[src/rtl/adpcm_pkg.sv]
// Shared types and constants for the ADPCM frame decoder.
// Used by adpcm_front, adpcm_fifo, adpcm_back and dsp_adpcm_frame_decoder.
package adpcm_pkg;

  localparam int BYTE_W      = 8;
  localparam int NIB_W       = 4;
  localparam int SCALE_W     = 4;
  localparam int SEL_W       = 3;
  localparam int POS_W       = 3;
  localparam int SAMPLE_W    = 16;
  localparam int COEF_W      = 16;
  localparam int PROD_W      = 2 * COEF_W;
  localparam int SUM_W       = 34;
  localparam int SHAMT_W     = 5;
  localparam int FRAC_SHIFT  = 11;
  localparam int NUM_PAIRS   = 8;
  localparam int CFG_INDEX_W = 3;
  localparam int CFG_DATA_W  = 64;

  localparam logic signed [SUM_W-1:0] ROUND_TERM = SUM_W'(1024);
  localparam logic signed [SUM_W-1:0] SAT_MIN    = -SUM_W'(32768);
  localparam logic signed [SUM_W-1:0] SAT_MAX    = SUM_W'(32767);
  localparam logic signed [SAMPLE_W-1:0] SAMPLE_MIN = 16'sh8000;
  localparam logic signed [SAMPLE_W-1:0] SAMPLE_MAX = 16'sh7FFF;

  // Configuration register indexes.
  localparam logic [CFG_INDEX_W-1:0] REG_BANK_A   = 3'd0;
  localparam logic [CFG_INDEX_W-1:0] REG_BANK_B   = 3'd1;
  localparam logic [CFG_INDEX_W-1:0] REG_BANK_C   = 3'd2;
  localparam logic [CFG_INDEX_W-1:0] REG_BANK_D   = 3'd3;
  localparam logic [CFG_INDEX_W-1:0] REG_GAIN     = 3'd4;
  localparam logic [CFG_INDEX_W-1:0] REG_HIST_NEW = 3'd5;
  localparam logic [CFG_INDEX_W-1:0] REG_HIST_OLD = 3'd6;

  // One data byte with the frame parameters that apply to it.
  typedef struct packed {
    logic [BYTE_W-1:0]  data_byte;
    logic [SCALE_W-1:0] scale;
    logic [SEL_W-1:0]   sel;
  } adpcm_entry_t;

  typedef struct packed {
    logic         push;
    adpcm_entry_t entry;
  } adpcm_push_t;

  typedef struct packed {
    logic         valid;
    adpcm_entry_t entry;
  } adpcm_head_t;

endpackage

[src/rtl/adpcm_front.sv]
// Front end: takes input bytes, tracks frame position and header fields,
// and pushes data bytes into the queue. Depends on adpcm_pkg.
module adpcm_front #(
  parameter int DATA_BYTES_PER_FRAME = 7
) (
  input  logic                         clk,
  input  logic                         rst,
  input  logic                         s_tvalid,
  output logic                         s_tready,
  input  logic [7:0]                   s_tdata,
  input  logic                         s_tuser,
  input  logic                         fifo_full,
  output adpcm_pkg::adpcm_push_t       push
);
  import adpcm_pkg::*;

  logic [POS_W-1:0]   pos;
  logic [SCALE_W-1:0] scale;
  logic [SEL_W-1:0]   sel;
  logic               accept;
  logic               is_header;

  assign s_tready  = ~fifo_full;
  assign accept    = s_tvalid & s_tready;
  assign is_header = s_tuser | (pos == '0);

  assign push.push            = accept & ~is_header;
  assign push.entry.data_byte = s_tdata;
  assign push.entry.scale     = scale;
  assign push.entry.sel       = sel;

  always_ff @(posedge clk) begin
    if (rst) begin
      pos   <= '0;
      scale <= '0;
      sel   <= '0;
    end else if (accept) begin
      if (is_header) begin
        // Bit 7 of the header is dropped from the pair select.
        scale <= s_tdata[SCALE_W-1:0];
        sel   <= s_tdata[SCALE_W +: SEL_W];
        pos   <= POS_W'(1);
      end else if (pos >= POS_W'(DATA_BYTES_PER_FRAME)) begin
        pos <= '0;
      end else begin
        pos <= pos + POS_W'(1);
      end
    end
  end

endmodule

[src/rtl/adpcm_fifo.sv]
// Short queue of data bytes between front end and decode back end.
// Depends on adpcm_pkg.
module adpcm_fifo #(
  parameter int DEPTH = 4
) (
  input  logic                   clk,
  input  logic                   rst,
  input  adpcm_pkg::adpcm_push_t push,
  input  logic                   pop,
  output logic                   full,
  output adpcm_pkg::adpcm_head_t head
);
  import adpcm_pkg::*;

  localparam int AW = (DEPTH > 1) ? $clog2(DEPTH) : 1;
  localparam int CW = $clog2(DEPTH + 1);

  adpcm_entry_t   store [DEPTH];
  logic [AW-1:0]  wr_ptr;
  logic [AW-1:0]  rd_ptr;
  logic [CW-1:0]  count;
  logic           do_push;
  logic           do_pop;

  assign full       = (count == CW'(DEPTH));
  assign head.valid = (count != '0);
  assign head.entry = store[rd_ptr];
  assign do_push    = push.push & ~full;
  assign do_pop     = pop & head.valid;

  always_ff @(posedge clk) begin
    if (do_push) begin
      store[wr_ptr] <= push.entry;
    end
  end

  always_ff @(posedge clk) begin
    if (rst) begin
      wr_ptr <= '0;
      rd_ptr <= '0;
      count  <= '0;
    end else begin
      if (do_push) begin
        wr_ptr <= (wr_ptr == AW'(DEPTH - 1)) ? '0 : wr_ptr + AW'(1);
      end
      if (do_pop) begin
        rd_ptr <= (rd_ptr == AW'(DEPTH - 1)) ? '0 : rd_ptr + AW'(1);
      end
      if (do_push && !do_pop) begin
        count <= count + CW'(1);
      end else if (do_pop && !do_push) begin
        count <= count - CW'(1);
      end
    end
  end

endmodule

[src/rtl/adpcm_back.sv]
// Back end: decodes one nibble per cycle against the sample history while a byte
// is queued and the result register is free, then applies the output gain in a
// second stage. Holds the configuration registers. Depends on adpcm_pkg.
module adpcm_back (
  input  logic                                 clk,
  input  logic                                 rst,
  input  logic                                 cfg_we,
  input  logic [adpcm_pkg::CFG_INDEX_W-1:0]    cfg_index,
  input  logic [adpcm_pkg::CFG_DATA_W-1:0]     cfg_data,
  input  adpcm_pkg::adpcm_head_t               head,
  output logic                                 pop,
  output logic                                 m_tvalid,
  input  logic                                 m_tready,
  output logic [15:0]                          m_tdata,
  output logic                                 m_tlast
);
  import adpcm_pkg::*;

  logic [2*COEF_W-1:0]         coef_pair [NUM_PAIRS];
  logic signed [SAMPLE_W-1:0]  gain;
  logic signed [SAMPLE_W-1:0]  hist_new;
  logic signed [SAMPLE_W-1:0]  hist_old;
  logic                        phase;

  logic [2*COEF_W-1:0]         pair;
  logic signed [COEF_W-1:0]    coef_a;
  logic signed [COEF_W-1:0]    coef_b;
  logic signed [NIB_W-1:0]     nib;
  logic [SHAMT_W-1:0]          shamt;
  logic signed [PROD_W-1:0]    pred_a;
  logic signed [PROD_W-1:0]    pred_b;
  logic signed [SUM_W-1:0]     nib_term;
  logic signed [SUM_W-1:0]     sum;
  logic signed [SUM_W-1:0]     shifted;
  logic signed [SAMPLE_W-1:0]  dec;

  logic                        res_valid;
  logic signed [SAMPLE_W-1:0]  res_sample;
  logic                        res_last;
  logic signed [PROD_W-1:0]    gained;

  logic                        out_load;
  logic                        res_free;
  logic                        fire;

  // Stage 1: prediction and reconstruction for the current nibble.
  assign pair   = coef_pair[head.entry.sel];
  assign coef_a = signed'(pair[COEF_W-1:0]);
  assign coef_b = signed'(pair[2*COEF_W-1:COEF_W]);
  assign nib    = phase ? signed'(head.entry.data_byte[NIB_W-1:0])
                        : signed'(head.entry.data_byte[BYTE_W-1:NIB_W]);
  assign shamt  = SHAMT_W'(head.entry.scale) + SHAMT_W'(FRAC_SHIFT);
  assign pred_a = coef_a * hist_new;
  assign pred_b = coef_b * hist_old;

  always_comb begin
    nib_term = signed'({{(SUM_W-NIB_W){nib[NIB_W-1]}}, nib}) <<< shamt;
    sum      = nib_term + ROUND_TERM
             + signed'({{(SUM_W-PROD_W){pred_a[PROD_W-1]}}, pred_a})
             + signed'({{(SUM_W-PROD_W){pred_b[PROD_W-1]}}, pred_b});
    shifted  = sum >>> FRAC_SHIFT;
    if (shifted < SAT_MIN) begin
      dec = SAMPLE_MIN;
    end else if (shifted > SAT_MAX) begin
      dec = SAMPLE_MAX;
    end else begin
      dec = shifted[SAMPLE_W-1:0];
    end
  end

  // The result register frees up whenever the output register can load.
  assign out_load = ~m_tvalid | m_tready;
  assign res_free = ~res_valid | out_load;
  assign fire     = head.valid & res_free;
  assign pop      = fire & phase;

  always_ff @(posedge clk) begin
    if (rst) begin
      for (int i = 0; i < NUM_PAIRS; i++) begin
        coef_pair[i] <= '0;
      end
      gain     <= SAMPLE_W'(1);
      hist_new <= '0;
      hist_old <= '0;
      phase    <= 1'b0;
    end else begin
      if (cfg_we) begin
        unique case (cfg_index) inside
          REG_BANK_A, REG_BANK_B, REG_BANK_C, REG_BANK_D: begin
            coef_pair[{cfg_index[1:0], 1'b0}] <= cfg_data[2*COEF_W-1:0];
            coef_pair[{cfg_index[1:0], 1'b1}] <= cfg_data[CFG_DATA_W-1:2*COEF_W];
          end
          REG_GAIN:     gain     <= signed'(cfg_data[SAMPLE_W-1:0]);
          REG_HIST_NEW: hist_new <= signed'(cfg_data[SAMPLE_W-1:0]);
          REG_HIST_OLD: hist_old <= signed'(cfg_data[SAMPLE_W-1:0]);
          default: ;
        endcase
      end
      if (fire) begin
        hist_old <= hist_new;
        hist_new <= dec;
        phase    <= ~phase;
      end
    end
  end

  // Stage 2: gain multiply into the output register.
  assign gained = res_sample * gain;

  always_ff @(posedge clk) begin
    if (rst) begin
      res_valid <= 1'b0;
      m_tvalid  <= 1'b0;
    end else begin
      if (res_free) begin
        res_valid <= fire;
      end
      if (out_load) begin
        m_tvalid <= res_valid;
      end
    end
  end

  always_ff @(posedge clk) begin
    if (fire) begin
      res_sample <= dec;
      res_last   <= phase;
    end
    if (out_load && res_valid) begin
      m_tdata <= gained[SAMPLE_W-1:0];
      m_tlast <= res_last;
    end
  end

  // The queue entry stays in place until its low nibble is decoded.
  a_entry_held: assert property (@(posedge clk) disable iff (rst)
    phase |-> head.valid)
    else $error("decode phase set with no queued byte");

  a_pop_on_low: assert property (@(posedge clk) disable iff (rst)
    pop |-> (phase && res_free))
    else $error("queue popped outside the low-nibble step");

  a_result_kept: assert property (@(posedge clk) disable iff (rst)
    (res_valid && !out_load) |=> (res_valid && $stable(res_sample)))
    else $error("stalled decoded sample was lost");

  a_low_follows_high: assert property (@(posedge clk) disable iff (rst)
    (fire && !phase) |=> phase)
    else $error("high nibble not followed by low nibble");

endmodule

[src/rtl/dsp_adpcm_frame_decoder.sv]
// Channel   Dir  Handshake          Payload
// s_*       in   s_tvalid/s_tready  s_tdata[7:0] data_byte, s_tuser range_start
// m_*       out  m_tvalid/m_tready  m_tdata[15:0] pcm_sample, m_tlast pair_last
// cfg_*     in   cfg_we             cfg_index register, cfg_data value
//
// A header byte is taken and yields nothing; a data byte is decoded one nibble at
// a time in the decode stage, high nibble first, serialised by the history
// recurrence. Each sample passes the result register, then the output register.
// Reset is synchronous and needs no clearing pass; the queue decouples the
// input from output stalls until it fills.
// Top level of the ADPCM frame decoder; depends on adpcm_pkg, adpcm_front,
// adpcm_fifo and adpcm_back.
module dsp_adpcm_frame_decoder #(
  parameter int DATA_BYTES_PER_FRAME = 7,  // 1 to 7
  parameter int QUEUE_DEPTH          = 4   // 2 or more
) (
  input  logic                              clk,
  input  logic                              rst,
  input  logic                              s_tvalid,
  output logic                              s_tready,
  input  logic [7:0]                        s_tdata,   // [7:0] data_byte
  input  logic                              s_tuser,   // [0] range_start
  output logic                              m_tvalid,
  input  logic                              m_tready,
  output logic [15:0]                       m_tdata,   // [15:0] pcm_sample
  output logic                              m_tlast,
  input  logic                              cfg_we,
  input  logic [adpcm_pkg::CFG_INDEX_W-1:0] cfg_index,
  input  logic [adpcm_pkg::CFG_DATA_W-1:0]  cfg_data
);
  import adpcm_pkg::*;

  adpcm_push_t push;
  adpcm_head_t head;
  logic        fifo_full;
  logic        pop;

  adpcm_front #(
    .DATA_BYTES_PER_FRAME(DATA_BYTES_PER_FRAME)
  ) u_front (
    .clk      (clk),
    .rst      (rst),
    .s_tvalid (s_tvalid),
    .s_tready (s_tready),
    .s_tdata  (s_tdata),
    .s_tuser  (s_tuser),
    .fifo_full(fifo_full),
    .push     (push)
  );

  adpcm_fifo #(
    .DEPTH(QUEUE_DEPTH)
  ) u_fifo (
    .clk (clk),
    .rst (rst),
    .push(push),
    .pop (pop),
    .full(fifo_full),
    .head(head)
  );

  adpcm_back u_back (
    .clk      (clk),
    .rst      (rst),
    .cfg_we   (cfg_we),
    .cfg_index(cfg_index),
    .cfg_data (cfg_data),
    .head     (head),
    .pop      (pop),
    .m_tvalid (m_tvalid),
    .m_tready (m_tready),
    .m_tdata  (m_tdata),
    .m_tlast  (m_tlast)
  );

endmodule
[config.mk]
export PLATFORM = sky130hd
export DESIGN_NAME = dsp_adpcm_frame_decoder
export DESIGN_NICKNAME = d
export VERILOG_FILES = /design/src/rtl/adpcm_pkg.sv /design/src/rtl/adpcm_front.sv /design/src/rtl/adpcm_fifo.sv /design/src/rtl/adpcm_back.sv /design/src/rtl/dsp_adpcm_frame_decoder.sv
export SDC_FILE = /design/constraint.sdc
export NUM_CORES = 2
export LEC_CHECK = 0
export BUFFER_PORTS_ARGS = -buffer_cell sky130_fd_sc_hd__buf_2
export CAP_MARGIN = 20
export CORE_MARGIN = 4
export CORE_UTILIZATION = 57
export DETAILED_ROUTE_END_ITERATION = 7
export PLACE_DENSITY = 0.77
export RECOVER_POWER = 50
export SYNTH_ARGS = -nofsm -noshare
export SYNTH_HDL_FRONTEND = slang
export SYNTH_SLANG_ARGS = --single-unit
[constraint.sdc]
create_clock -name clk -period 31.8 [get_ports clk]
set_clock_uncertainty 0.15 [all_clocks]
set_input_delay 1.59 -clock clk [delete_from_list [all_inputs] [get_ports clk]]
set_output_delay 1.59 -clock clk [all_outputs]
set_load 0.02 [all_outputs]
==> reports/metrics.yaml <==
logic_synthesis:
  yosysTopAreaCell: "fa_1"
  synth_seq_area_share_pct: 26.75
  async_flop_share_pct: 0
  synthCells: 4101
  synthTopCellsByCount: "inv_1, fa_1, and2_1"
  ys_ff_latch: 420
  synth-edff-count: 350
  synthTopCellsByArea: "fa_1, edfxtp_1, inv_1, and2_1, ha_1"
  synth_cell_types: 72
  synth_top_area_share_pct: 32.82
  yosysMostFrequentCell: "inv_1"
  yosysWarnings: 0
  synth_ff_type: "edfxtp_1"
  syn_area_per_cell_um2: 10.86
  mappedNetlistArea_um2: 44530
setup_path:
  worst_setup_path_start_kind: "register"
  cp-end-kind: "register"
  max_stage_delay_ns: 0.91
  worstPathArrival_ns: 12.67
  crit_required_ns: 31.94
  critPathKind: "register to register"
  crit_top_cell: "fa_1"
  cp_slowest_cell: "a31oi_2"
  cp_max_fo: 46
sta:
  rsz0062_at_grt: "no"
  slew_headroom_pct: -94.12
  finalHoldViolations: 0
  worstMarginPinSlew_ns: 2.912
  drv_slew: 361
  setup_tns_ns: 0
  period_minus_slack_ns: 12.53
  post-route-period-util_pct: 39.42
  setup_viol: 0
  fmax_ghz: 0.07978
clock_tree:
  clock-root-buffer: "clkbuf_16"
  clkSlewWorstSetupHoldPaths_ns: 0.07
  cts_tree: "yes"
  cts_hold_buf: 0
  htree_levels: 2
  cts_buffers: 41
  postCtsResizedCells: 0
  cts_setup_buffers: 0
  clk_path_buf_depth: 3
  cts.sinks: 420
  clkLatencyLatePin_ns: 0.57
route:
  drc: 0
  wl_um: 109100
  drtIter0Drc: 2284
  final_antenna_net_count: 0
  avgRoutedWirePerCell_um: 21.13
  firstDrtPassIters: 5
  avgViaCountPerCell: 5.610
  vias: 28950
layout:
  nNetsFinal: 5103
  area_growth_pct: 6.041
  finalNonFillerCells: 5160
  drive_gt1_share_pct: 7.530
grt:
  grt-ovfl-total: 0
  grt_pass1_wl_um: 174600
  grt_max_degree: 65
  antenna_found_initial: 2
  grt_usage_pct: 27.22
  first_global_vias: 30700
floorplanning:
  core-area_um2: 77470
  rows: 102
  dieArea_um2: 82660
  die_w_um: 287.5
  start_util_pct: 57.48
  die_h_um: 287.5
  ioPinCount: 100
outcome:
  violations: "max-capacitance violations, max-slew violations"
  status: "finished with violations"
placed_design:
  dp.cells: 5081
  hpwlAfterDp_um: 85390
  port_buffers: 99
  place.gp.congestion: 0.9443
job:
  drv_cap: 8
min_path:
  min_path_type: "register to register"
-- registers in the layout, indices dropped and copies added (netlist names), named ones only --
name	count
u_back.coef_pair	256
u_fifo.store	60
u_back.gain	16
u_back.hist_new	16
u_back.hist_old	16
u_back.m_tdata	16
u_back.res_sample	16
u_front.scale	4
u_fifo.count	3
u_front.pos	3
u_front.sel	3
u_fifo.rd_ptr	2
u_fifo.wr_ptr	2
u_back.m_tlast	1
u_back.m_tvalid	1
u_back.phase	1
u_back.res_last	1
u_back.res_valid	1
-- logic make-up (layout without fill, tap and decap cells) --
logic type                 Yosys count  after routing  synth area share [%]
other                                2              7               0.01687
xor gates and xnor gates            88             88                 1.748
DFF                                420            420                 26.75
buffers and inverters             1044           1058                 8.890
and+or+nand+nor                   1213           1213                 14.28
adders and majority gates          938            938                 38.66
muxes                              146            146                 5.521
AOI/OAI and AO/OA                  250            250                 4.130
-- cells in the final DEF, fill, tap and decap left out, drive strengths merged, types with 28 or more instances in the layout --
cell and instances:
mux2i 42, dfxtp 70, ha 208, a21o 43
xnor2 72, inv 854, nand2b 38, fa 730
nand2 395, buf 96, o21ai 28, clkbuf 91
nor2 98, edfxtp 350, and2 481, and3 32
mux4 77, a21oi 70, nor2b 95
-- per-layer routing --
| layer | wire length, um | track usage [%] | up-vias |
|---|---|---|---|
| met4 | 2797 | 6.022 | 0 |
| met3 | 8174 | 4.442 | 197 |
| li1 | - | - | 12670 |
| met2 | 53490 | 45.73 | 1056 |
| met5 | 0 | 0 | - |
| met1 | 44590 | 37.79 | 15030 |
-- critical path: cells and delay by family (launching register included) --
family / cells / cell delay (ns)
adders and majority gates: 9 / 4.82
muxes: 3 / 1.77
AOI/OAI and AO/OA: 4 / 1.53
buffers and inverters: 6 / 1.23
and+or+nand+nor: 6 / 1.18
DFF: 1 / 0.79
xor gates and xnor gates: 1 / 0.71
-- final cells by class --
cell class | count | area (um^2)
antenna | 3 | 7.507
clock buffer | 57 | 1166
clock inverter | 19 | 262.8
multi-input combinational | 2639 | 28700
tap | 1040 | 1301
timing repair buffer | 130 | 670.6
sequential | 420 | 11910
inverter | 852 | 3198
fill | 6086 | 30250
-- per-stage QoR --
step                instance area (um^2)  setup slack [ns]  hold slack [ns]  utilization (%)
floorplan                          44540             21.10           0.2503                -
global placement                   45860             19.62           0.3063            59.19
detailed placement                 45860             19.47           0.3115            59.19
CTS                                47280             19.41           0.3228            61.04
global route                       47210             18.61           0.3718            60.94
finish                             47220             19.27           0.3237            60.95
-- path summary, 6_finish.rpt --
kind / depth (start not counted) / startpoint / slack (ns) / to
setup / recovery: 29 / register / 19.27 / u_back.hist_new[3]
hold / removal: 2 / u_back.gain[14] / 0.32 / u_back.gain[14]
setup reg to reg: 29 / register / 19.27 / u_back.hist_new[3]
hold reg to reg: 2 / u_back.gain[14] / 0.32 / u_back.gain[14]
Power is left out: the tool's default activity adds up to more than one toggle a clock period on the data nets, which glitch-free logic cannot reach.
